===== src/sv/scancode_set1_ascii_decoder_core_assert.svh =====
// ----------------------------------------------------------------------------
// Assertion macros for the scan code decoder
// Same-cycle and next-cycle implication checks under a synchronous reset.
// ----------------------------------------------------------------------------
`ifndef SCANCODE_SET1_ASCII_DECODER_CORE_ASSERT_SVH
`define SCANCODE_SET1_ASCII_DECODER_CORE_ASSERT_SVH

// check cons in the same cycle as ante
`define SCDEC_ASSERT_IMPL(label, clk, rst_n, ante, cons) \
    label: assert property (@(posedge clk) disable iff (!rst_n) (ante) |-> (cons)) \
        else $error("scdec: same-cycle check failed");

// check cons in the cycle after ante
`define SCDEC_ASSERT_NEXT(label, clk, rst_n, ante, cons) \
    label: assert property (@(posedge clk) disable iff (!rst_n) (ante) |=> (cons)) \
        else $error("scdec: next-cycle check failed");

`endif


===== src/sv/scdec_pkg.sv =====
// ----------------------------------------------------------------------------
// scdec_pkg
// Codes, state and result types and character tables of the set-1 decoder.
// ----------------------------------------------------------------------------
`default_nettype none

package scdec_pkg;

    localparam logic [7:0] CODE_E0   = 8'hE0;
    localparam logic [7:0] CODE_E1   = 8'hE1;

    localparam logic [6:0] KEY_LSHIFT = 7'h2A;
    localparam logic [6:0] KEY_RSHIFT = 7'h36;
    localparam logic [6:0] KEY_CTRL   = 7'h1D;
    localparam logic [6:0] KEY_ALT    = 7'h38;
    localparam logic [6:0] KEY_CAPS   = 7'h3A;
    localparam logic [6:0] KEY_SCROLL = 7'h46;
    localparam logic [6:0] KEY_SLASH  = 7'd53;
    localparam logic [6:0] KEY_DIV_CODE = 7'd8;
    localparam logic [7:0] CHAR_SLASH = 8'd47;

    localparam logic [6:0] PAD_FIRST = 7'd71;
    localparam logic [6:0] PAD_LAST  = 7'd83;

    localparam logic [6:0] LETTER_A_FIRST = 7'd16;
    localparam logic [6:0] LETTER_A_LAST  = 7'd26;
    localparam logic [6:0] LETTER_B_FIRST = 7'd30;
    localparam logic [6:0] LETTER_B_LAST  = 7'd40;
    localparam logic [6:0] LETTER_C_FIRST = 7'd44;
    localparam logic [6:0] LETTER_C_LAST  = 7'd50;

    localparam logic [1:0] PFX_NONE = 2'd0;
    localparam logic [1:0] PFX_E0   = 2'd1;
    localparam logic [1:0] PFX_E1   = 2'd2;

    typedef struct packed {
        logic [1:0] prefix;
        logic       shift;
        logic       ctrl_left;
        logic       ctrl_right;
        logic       alt_left;
        logic       alt_right;
        logic       caps;
        logic       scroll;
    } t_state;

    typedef struct packed {
        logic       key_valid;
        logic [7:0] ascii_char;
        logic [6:0] key_code;
    } t_result;

    function automatic logic is_letter(input logic [6:0] code);
        return (code >= LETTER_A_FIRST && code <= LETTER_A_LAST) ||
               (code >= LETTER_B_FIRST && code <= LETTER_B_LAST) ||
               (code >= LETTER_C_FIRST && code <= LETTER_C_LAST);
    endfunction

    function automatic logic [7:0] plain_char(input logic [6:0] code);
        logic [7:0] ch;
        case (code)
            7'd2:  ch = 8'd49;
            7'd3:  ch = 8'd50;
            7'd4:  ch = 8'd51;
            7'd5:  ch = 8'd52;
            7'd6:  ch = 8'd53;
            7'd7:  ch = 8'd54;
            7'd8:  ch = 8'd55;
            7'd9:  ch = 8'd56;
            7'd10: ch = 8'd57;
            7'd11: ch = 8'd48;
            7'd12: ch = 8'd225;
            7'd13: ch = 8'd39;
            7'd14: ch = 8'd8;
            7'd16: ch = 8'd113;
            7'd17: ch = 8'd119;
            7'd18: ch = 8'd101;
            7'd19: ch = 8'd114;
            7'd20: ch = 8'd116;
            7'd21: ch = 8'd122;
            7'd22: ch = 8'd117;
            7'd23: ch = 8'd105;
            7'd24: ch = 8'd111;
            7'd25: ch = 8'd112;
            7'd26: ch = 8'd129;
            7'd27: ch = 8'd43;
            7'd28: ch = 8'd10;
            7'd30: ch = 8'd97;
            7'd31: ch = 8'd115;
            7'd32: ch = 8'd100;
            7'd33: ch = 8'd102;
            7'd34: ch = 8'd103;
            7'd35: ch = 8'd104;
            7'd36: ch = 8'd106;
            7'd37: ch = 8'd107;
            7'd38: ch = 8'd108;
            7'd39: ch = 8'd148;
            7'd40: ch = 8'd132;
            7'd41: ch = 8'd94;
            7'd43: ch = 8'd35;
            7'd44: ch = 8'd121;
            7'd45: ch = 8'd120;
            7'd46: ch = 8'd99;
            7'd47: ch = 8'd118;
            7'd48: ch = 8'd98;
            7'd49: ch = 8'd110;
            7'd50: ch = 8'd109;
            7'd51: ch = 8'd44;
            7'd52: ch = 8'd46;
            7'd53: ch = 8'd45;
            7'd55: ch = 8'd42;
            7'd57: ch = 8'd32;
            7'd74: ch = 8'd45;
            7'd78: ch = 8'd43;
            7'd86: ch = 8'd60;
            default: ch = 8'd0;
        endcase
        return ch;
    endfunction

    function automatic logic [7:0] upper_char(input logic [6:0] code);
        logic [7:0] ch;
        case (code)
            7'd2:  ch = 8'd33;
            7'd3:  ch = 8'd34;
            7'd4:  ch = 8'd21;
            7'd5:  ch = 8'd36;
            7'd6:  ch = 8'd37;
            7'd7:  ch = 8'd38;
            7'd8:  ch = 8'd47;
            7'd9:  ch = 8'd40;
            7'd10: ch = 8'd41;
            7'd11: ch = 8'd61;
            7'd12: ch = 8'd63;
            7'd13: ch = 8'd96;
            7'd16: ch = 8'd81;
            7'd17: ch = 8'd87;
            7'd18: ch = 8'd69;
            7'd19: ch = 8'd82;
            7'd20: ch = 8'd84;
            7'd21: ch = 8'd90;
            7'd22: ch = 8'd85;
            7'd23: ch = 8'd73;
            7'd24: ch = 8'd79;
            7'd25: ch = 8'd80;
            7'd26: ch = 8'd154;
            7'd27: ch = 8'd42;
            7'd30: ch = 8'd65;
            7'd31: ch = 8'd83;
            7'd32: ch = 8'd68;
            7'd33: ch = 8'd70;
            7'd34: ch = 8'd71;
            7'd35: ch = 8'd72;
            7'd36: ch = 8'd74;
            7'd37: ch = 8'd75;
            7'd38: ch = 8'd76;
            7'd39: ch = 8'd153;
            7'd40: ch = 8'd142;
            7'd41: ch = 8'd248;
            7'd43: ch = 8'd39;
            7'd44: ch = 8'd89;
            7'd45: ch = 8'd88;
            7'd46: ch = 8'd67;
            7'd47: ch = 8'd86;
            7'd48: ch = 8'd66;
            7'd49: ch = 8'd78;
            7'd50: ch = 8'd77;
            7'd51: ch = 8'd59;
            7'd52: ch = 8'd58;
            7'd53: ch = 8'd95;
            7'd57: ch = 8'd32;
            7'd86: ch = 8'd62;
            default: ch = 8'd0;
        endcase
        return ch;
    endfunction

    function automatic logic [7:0] altgr_char(input logic [6:0] code);
        logic [7:0] ch;
        case (code)
            7'd3:  ch = 8'd253;
            7'd8:  ch = 8'd123;
            7'd9:  ch = 8'd91;
            7'd10: ch = 8'd93;
            7'd11: ch = 8'd125;
            7'd12: ch = 8'd92;
            7'd16: ch = 8'd64;
            7'd27: ch = 8'd126;
            7'd50: ch = 8'd230;
            7'd86: ch = 8'd124;
            default: ch = 8'd0;
        endcase
        return ch;
    endfunction

    function automatic logic [7:0] pad_char(input logic [3:0] idx);
        logic [7:0] ch;
        case (idx)
            4'd0:  ch = 8'd55;
            4'd1:  ch = 8'd56;
            4'd2:  ch = 8'd57;
            4'd3:  ch = 8'd45;
            4'd4:  ch = 8'd52;
            4'd5:  ch = 8'd53;
            4'd6:  ch = 8'd54;
            4'd7:  ch = 8'd43;
            4'd8:  ch = 8'd49;
            4'd9:  ch = 8'd50;
            4'd10: ch = 8'd51;
            4'd11: ch = 8'd48;
            4'd12: ch = 8'd44;
            default: ch = 8'd0;
        endcase
        return ch;
    endfunction

    function automatic logic [6:0] pad_code(input logic [3:0] idx);
        logic [6:0] kc;
        case (idx)
            4'd0:  kc = 7'd8;
            4'd1:  kc = 7'd9;
            4'd2:  kc = 7'd10;
            4'd3:  kc = 7'd53;
            4'd4:  kc = 7'd5;
            4'd5:  kc = 7'd6;
            4'd6:  kc = 7'd7;
            4'd7:  kc = 7'd27;
            4'd8:  kc = 7'd2;
            4'd9:  kc = 7'd3;
            4'd10: kc = 7'd4;
            4'd11: kc = 7'd11;
            4'd12: kc = 7'd51;
            default: kc = 7'd0;
        endcase
        return kc;
    endfunction

endpackage

`default_nettype wire


===== src/sv/scancode_set1_ascii_decoder_core.sv =====
// ----------------------------------------------------------------------------
// scancode_set1_ascii_decoder_core
// Set-1 keyboard scan code to character decoder, German layout.
// ----------------------------------------------------------------------------
// Input channel: i_in_valid / o_in_stall carry one scan code byte per word.
// Output channel: o_out_valid / i_out_stall carry one result word per input
// word: key_valid, ascii_char, key_code and the modifier and lock flags as
// they stand after that byte.
// Configuration: i_cfg_wr_en writes i_cfg_wr_data into num_lock; write it
// only while no word is in flight.
// Path: a word accepted lands in the input register, and its result is loaded
// into the output register when the output is not stalled.
// Throughput: one word per cycle while the output is not stalled, set by the
// single decode stage that sits between the input register and the output
// register and updates the modifier state in the same cycle.
// Reset clears num_lock, the prefix, all modifier and lock flags and the valid
// flags of both pipeline stages. A stall on the output holds the result word; the input
// register fills and then stalls the input channel in the same cycle.
// ----------------------------------------------------------------------------
`default_nettype none
`include "scancode_set1_ascii_decoder_core_assert.svh"

module scancode_set1_ascii_decoder_core (
    input  wire logic       i_clk,
    input  wire logic       i_rst_n,
    input  wire logic       i_cfg_wr_en,
    input  wire logic       i_cfg_wr_data,
    input  wire logic       i_in_valid,
    output logic            o_in_stall,
    input  wire logic [7:0] i_scan_code,
    output logic            o_out_valid,
    input  wire logic       i_out_stall,
    output logic            o_key_valid,
    output logic [7:0]      o_ascii_char,
    output logic [6:0]      o_key_code,
    output logic            o_shift_held,
    output logic            o_ctrl_left_held,
    output logic            o_ctrl_right_held,
    output logic            o_alt_left_held,
    output logic            o_alt_right_held,
    output logic            o_caps_on,
    output logic            o_scroll_on
);

    logic                r_num_lock;
    logic                r_in_valid;
    logic [7:0]          r_scan_code;
    logic                r_out_valid;
    scdec_pkg::t_state   r_state;
    scdec_pkg::t_state   n_state;
    scdec_pkg::t_state   r_out_state;
    scdec_pkg::t_result  r_out_res;
    scdec_pkg::t_result  n_res;
    logic                advance;
    logic                in_load;

    assign advance    = ~r_out_valid | ~i_out_stall;
    assign in_load    = ~r_in_valid | advance;
    assign o_in_stall = ~in_load;

    scdec_decode u_decode (
        .i_scan_code (r_scan_code),
        .i_num_lock  (r_num_lock),
        .i_state     (r_state),
        .o_state     (n_state),
        .o_result    (n_res)
    );

    always_ff @(posedge i_clk) begin
        if (!i_rst_n) begin
            r_num_lock <= 1'b0;
        end else if (i_cfg_wr_en) begin
            r_num_lock <= i_cfg_wr_data;
        end
    end

    // input register
    always_ff @(posedge i_clk) begin
        if (!i_rst_n) begin
            r_in_valid <= 1'b0;
        end else if (in_load) begin
            r_in_valid <= i_in_valid;
        end
    end

    always_ff @(posedge i_clk) begin
        if (in_load && i_in_valid) begin
            r_scan_code <= i_scan_code;
        end
    end

    // decode state and output register advance together
    always_ff @(posedge i_clk) begin
        if (!i_rst_n) begin
            r_state     <= '0;
            r_out_valid <= 1'b0;
        end else if (advance) begin
            r_out_valid <= r_in_valid;
            if (r_in_valid) begin
                r_state <= n_state;
            end
        end
    end

    always_ff @(posedge i_clk) begin
        if (advance && r_in_valid) begin
            r_out_res   <= n_res;
            r_out_state <= n_state;
        end
    end

    assign o_out_valid       = r_out_valid;
    assign o_key_valid       = r_out_res.key_valid;
    assign o_ascii_char      = r_out_res.ascii_char;
    assign o_key_code        = r_out_res.key_code;
    assign o_shift_held      = r_out_state.shift;
    assign o_ctrl_left_held  = r_out_state.ctrl_left;
    assign o_ctrl_right_held = r_out_state.ctrl_right;
    assign o_alt_left_held   = r_out_state.alt_left;
    assign o_alt_right_held  = r_out_state.alt_right;
    assign o_caps_on         = r_out_state.caps;
    assign o_scroll_on       = r_out_state.scroll;

    `SCDEC_ASSERT_IMPL(a_empty_not_stalled, i_clk, i_rst_n, !r_in_valid, !o_in_stall)
    `SCDEC_ASSERT_NEXT(a_advance_lands, i_clk, i_rst_n, r_in_valid && advance, r_out_valid)
    `SCDEC_ASSERT_IMPL(a_flags_track_state, i_clk, i_rst_n, r_out_valid, r_out_state == r_state)
    `SCDEC_ASSERT_IMPL(a_key_clears_prefix, i_clk, i_rst_n, r_out_valid && o_key_valid, r_state.prefix == scdec_pkg::PFX_NONE)

endmodule

`default_nettype wire


===== src/sv/scdec_decode.sv =====
// ----------------------------------------------------------------------------
// scdec_decode
// Next modifier/prefix state and decoded character for one scan code byte.
// ----------------------------------------------------------------------------
`default_nettype none

module scdec_decode (
    input  wire logic [7:0]        i_scan_code,
    input  wire logic              i_num_lock,
    input  wire scdec_pkg::t_state i_state,
    output scdec_pkg::t_state      o_state,
    output scdec_pkg::t_result     o_result
);

    logic [6:0] code7;
    logic [3:0] pad_idx;
    logic       is_pad;

    assign code7   = i_scan_code[6:0];
    assign pad_idx = 4'(code7 - scdec_pkg::PAD_FIRST);
    assign is_pad  = (code7 >= scdec_pkg::PAD_FIRST) && (code7 <= scdec_pkg::PAD_LAST);

    always_comb begin
        o_state  = i_state;
        o_result = '0;
        if (i_scan_code == scdec_pkg::CODE_E0) begin
            o_state.prefix = scdec_pkg::PFX_E0;
        end else if (i_scan_code == scdec_pkg::CODE_E1) begin
            o_state.prefix = scdec_pkg::PFX_E1;
        end else if (i_scan_code[7]) begin
            if (code7 == scdec_pkg::KEY_LSHIFT || code7 == scdec_pkg::KEY_RSHIFT) begin
                o_state.shift = 1'b0;
            end else if (code7 == scdec_pkg::KEY_CTRL) begin
                if (i_state.prefix == scdec_pkg::PFX_E0) begin
                    o_state.ctrl_right = 1'b0;
                end else begin
                    o_state.ctrl_left = 1'b0;
                end
            end else if (code7 == scdec_pkg::KEY_ALT) begin
                if (i_state.prefix == scdec_pkg::PFX_E0) begin
                    o_state.alt_right = 1'b0;
                end else begin
                    o_state.alt_left = 1'b0;
                end
            end
            o_state.prefix = scdec_pkg::PFX_NONE;
        end else if (code7 == scdec_pkg::KEY_LSHIFT || code7 == scdec_pkg::KEY_RSHIFT) begin
            o_state.shift = 1'b1;
        end else if (code7 == scdec_pkg::KEY_CTRL) begin
            if (i_state.prefix == scdec_pkg::PFX_E0) begin
                o_state.ctrl_right = 1'b1;
            end else begin
                o_state.ctrl_left = 1'b1;
            end
        end else if (code7 == scdec_pkg::KEY_ALT) begin
            if (i_state.prefix == scdec_pkg::PFX_E0) begin
                o_state.alt_right = 1'b1;
            end else begin
                o_state.alt_left = 1'b1;
            end
        end else if (code7 == scdec_pkg::KEY_CAPS) begin
            o_state.caps = ~i_state.caps;
        end else if (code7 == scdec_pkg::KEY_SCROLL) begin
            o_state.scroll = ~i_state.scroll;
        end else begin
            o_result.key_valid = 1'b1;
            o_result.key_code  = code7;
            if (code7 == scdec_pkg::KEY_SLASH && i_state.prefix == scdec_pkg::PFX_E0) begin
                o_result.ascii_char = scdec_pkg::CHAR_SLASH;
                o_result.key_code   = scdec_pkg::KEY_DIV_CODE;
            end else if (i_num_lock && i_state.prefix == scdec_pkg::PFX_NONE && is_pad) begin
                o_result.ascii_char = scdec_pkg::pad_char(pad_idx);
                o_result.key_code   = scdec_pkg::pad_code(pad_idx);
            end else if (i_state.alt_right) begin
                o_result.ascii_char = scdec_pkg::altgr_char(code7);
            end else if (i_state.shift) begin
                o_result.ascii_char = scdec_pkg::upper_char(code7);
            end else if (i_state.caps && scdec_pkg::is_letter(code7)) begin
                o_result.ascii_char = scdec_pkg::upper_char(code7);
            end else begin
                o_result.ascii_char = scdec_pkg::plain_char(code7);
            end
            o_state.prefix = scdec_pkg::PFX_NONE;
        end
    end

endmodule

`default_nettype wire

===== config.mk =====
export PLATFORM = sky130hd
export DESIGN_NAME = scancode_set1_ascii_decoder_core
export DESIGN_NICKNAME = d
export VERILOG_FILES = /design/src/sv/scdec_pkg.sv /design/src/sv/scancode_set1_ascii_decoder_core.sv /design/src/sv/scdec_decode.sv
export VERILOG_INCLUDE_DIRS = /design/src /design/src/sv
export SDC_FILE = /design/constraint.sdc
export NUM_CORES = 1
export LEC_CHECK = 0
export BUFFER_PORTS_ARGS = -buffer_cell sky130_fd_sc_hd__buf_2
export CORE_ASPECT_RATIO = 2
export CORE_MARGIN = 2
export CORE_UTILIZATION = 60
export CTS_CLUSTER_SIZE = 20
export DETAILED_ROUTE_END_ITERATION = 10
export PLACE_DENSITY = 0.89
export SETUP_SLACK_MARGIN = 0.2
export SLEW_MARGIN = 20
export SYNTH_ARGS = -nofsm -noshare
export SYNTH_HDL_FRONTEND = slang
export SYNTH_SLANG_ARGS = --single-unit
export TNS_END_PERCENT = 5

===== constraint.sdc =====
create_clock -name i_clk -period 6.8 [get_ports i_clk]
set_input_delay 1.36 -clock i_clk [delete_from_list [all_inputs] [get_ports i_clk]]
set_output_delay 1.36 -clock i_clk [all_outputs]
set_load 0.03 [all_outputs]

==> impl_metrics.ini <==
[die]
die_area_um2 = 8740
die_h_um = 130
initial_core_util_pct = 61.0
io_pins = 39
rows = 46
core_um2 = 7830
die_x_um = 67.1

[sta]
rsz0062_at_grt = no
fin_crit_sh_pct = 56.5
drv_slew = 0
worst_pin_slew_ps = 1060
tns_ps = 0
skew_ps = 9.86
max_freq_mhz = 260
slew_headroom_pct = 27.6
min_period_ps = 3850
hold_viol = 0
setup_violations = 0

[synthesis]
syn-num-nets = 604
synth.distinct_cells = 81
yosys_warnings = 0
synth_area_per_cell_um2 = 8.32
ys_ff_latch = 59
async_flop_share_pct = 0
synth_edf_count = 31
yosysSeqAreaShare_pct = 31.2
syn-cell-area_um2 = 4780
synthCells = 574
synth_flop_cell = edfxtp_1

[setup_path]
r2r_cells = 9
startpoint = i_out_stall
rr_endpoint = o_ascii_char[7]
cp.arrival_ps = 4010
cp-start-kind = input port
path_max_fanout = 13
critPathMaxStageDelay_ps = 450
crit_required_ps = 6960
critical_path_buf_inv_count = 3
r2r_slack_ps = 3480
rr_startpoint = r_scan_code[0]
slowest_stage = o211a_1
cp-end-kind = register
cp_top_family = compound AO/OA/AOI/OAI gates
crit_path_cell_trace = buf_2 -> nand3_4 -> inv_2 -> o211a_1 -> inv_1 -> ha_1 -> nor2_1 -> nor3_1 -> a311oi_1 -> a21o_1 -> a311oi_2
worstSetupPathType = in -> reg

[run]
cap_viol_max_count = 0

[clocking]
cts-hold-fix-buffers = 0
cts-htree-levels = 3
cts_tree = done
clkLatencyLatePin_ps = 330
clockRootBuffer = clkbuf_16
clockBufferDepth = 2
cts.clk_slew.worst_paths_ps = 50
cts_setup_buffers = 0
cts_resized = 0
cts_buffers = 9
cts.sinks = 59

[cells_and_area]
ff_latch_area_um2 = 1490
fillers = 680
syn2layout_area_growth_pct = 5.71
fin_nets = 606
final_cell_mix = nand2_1 (64), a21oi_1 (51), o21ai_0 (39)
layout-drive-gt1-share_pct = 13.6
multiInputGateArea_um2 = 2900
diodes = 0
final_common_cell = nand2_1
final_core_util_pct = 64.5

[global_route]
grt_pass1_vias = 4264
grt_max_degree = 34
grt_pass1_wl_um = 21100
grt_usage_pct = 31.3
grt_remaining_overflow = 0
antenna_found_initial = 0

[drt]
drtAntennaViolNets = 0
wl_per_cell_um = 19.3
routed_wl_um = 13000
vias_per_cell = 7.05
drt-initial-drc-count = 823
num_vias = 4776
drtPass1Iterations = 7
route.detailed.drc = 0

[pwr]
powerDensity_nw_per_um2 = 217
leakagePower_nw = 1.91
ir_worst_vdd_v = 0.000208
totalPowerFinal_w = 0.00109

[worst_hold_path]
hold_path_depth = 2
min-delay-start = r_state[5]
worstHoldEndpoint = r_state[5]
hold_path.class = reg -> reg

[run_status]
outcome = finished clean

[place]
place_congestion = 1.10
portBuffers = 38
dp.final_hpwl_um = 8690
[tightest hold or removal path, stage by stage, from the launching register on]
cell	delay, ps
dfxtp_1	310
nand2_1	50
a21boi_1	50
[kinds of logic after synthesis]
logic type	count (synthesis)	share of synthesized area, %
simple gates	205	22.2
compound gates	204	29.6
buf+inv	66	8.01
flops	59	31.2
fa+ha+maj	16	4.19
mux	14	2.99
xor+xnor	10	1.83
[routing by layer]
layer / routed length, um / GRT usage [%]
met1: 4910 / 40.7
met2: 6060 / 46.9
met3: 1340 / 7.33
met4: 741 / 18.1
met5: 0 / 0
[layout make-up]
| type | instances | area share (%) |
|---|---|---|
| tap | 96 | 2.38 |
| timing repair buffer | 38 | 3.77 |
| clock inverter | 5 | 0.768 |
| sequential | 59 | 29.5 |
| clock buffer | 11 | 4.61 |
| inverter | 19 | 1.46 |
| multi-input combinational | 449 | 57.5 |
[power breakdown]
part	switching (W)	total, W	internal, W
registers	0.0000222	0.000422	0.000400
logic	0.000170	0.000254	0.0000836
clock network	0.000170	0.000419	0.000248
[stage by stage]
step	instances	cell area [um2]	hold WS, ps	setup WS [ps]
after floorplan	574	4780	435	3240
after global routing	677	5050	491	2830
after global placement	661	4780	441	2820
final	677	5050	459	2950
after detailed placement	661	4780	450	2740
after CTS	677	5050	461	3060
[Yosys cell counts, types with 9 or more instances]
cell type | count | area [um2]
nand2_1 | 64 | 240
a21oi_1 | 51 | 255
o21ai_0 | 39 | 195
nor2_1 | 37 | 139
edfxtp_1 | 31 | 931
dfxtp_1 | 28 | 561
nand3_1 | 17 | 85.1
ha_1 | 16 | 200
buf_2 | 15 | 75.1
nor3_1 | 15 | 75.1
nand2b_1 | 14 | 87.6
buf_4 | 12 | 90.1
clkbuf_1 | 12 | 45.0
inv_1 | 12 | 45.0
mux2i_1 | 12 | 120
a31oi_1 | 11 | 68.8
o21ai_1 | 11 | 55.1
nand4_1 | 9 | 56.3
nor2b_1 | 9 | 56.3
o211ai_1 | 9 | 67.6
[worst max path at each step]
stage / slack [ps] / end / cells past startpoint
2_1_floorplan: 3240 / register / 14
6_report: 2950 / register / 11
3_5_place_dp: 2740 / register / 11
3_3_place_gp: 2820 / register / 11
4_1_cts: 3060 / register / 11
5_1_grt: 2830 / register / 11
No activity file was read; power rests on OpenSTA's default activity.
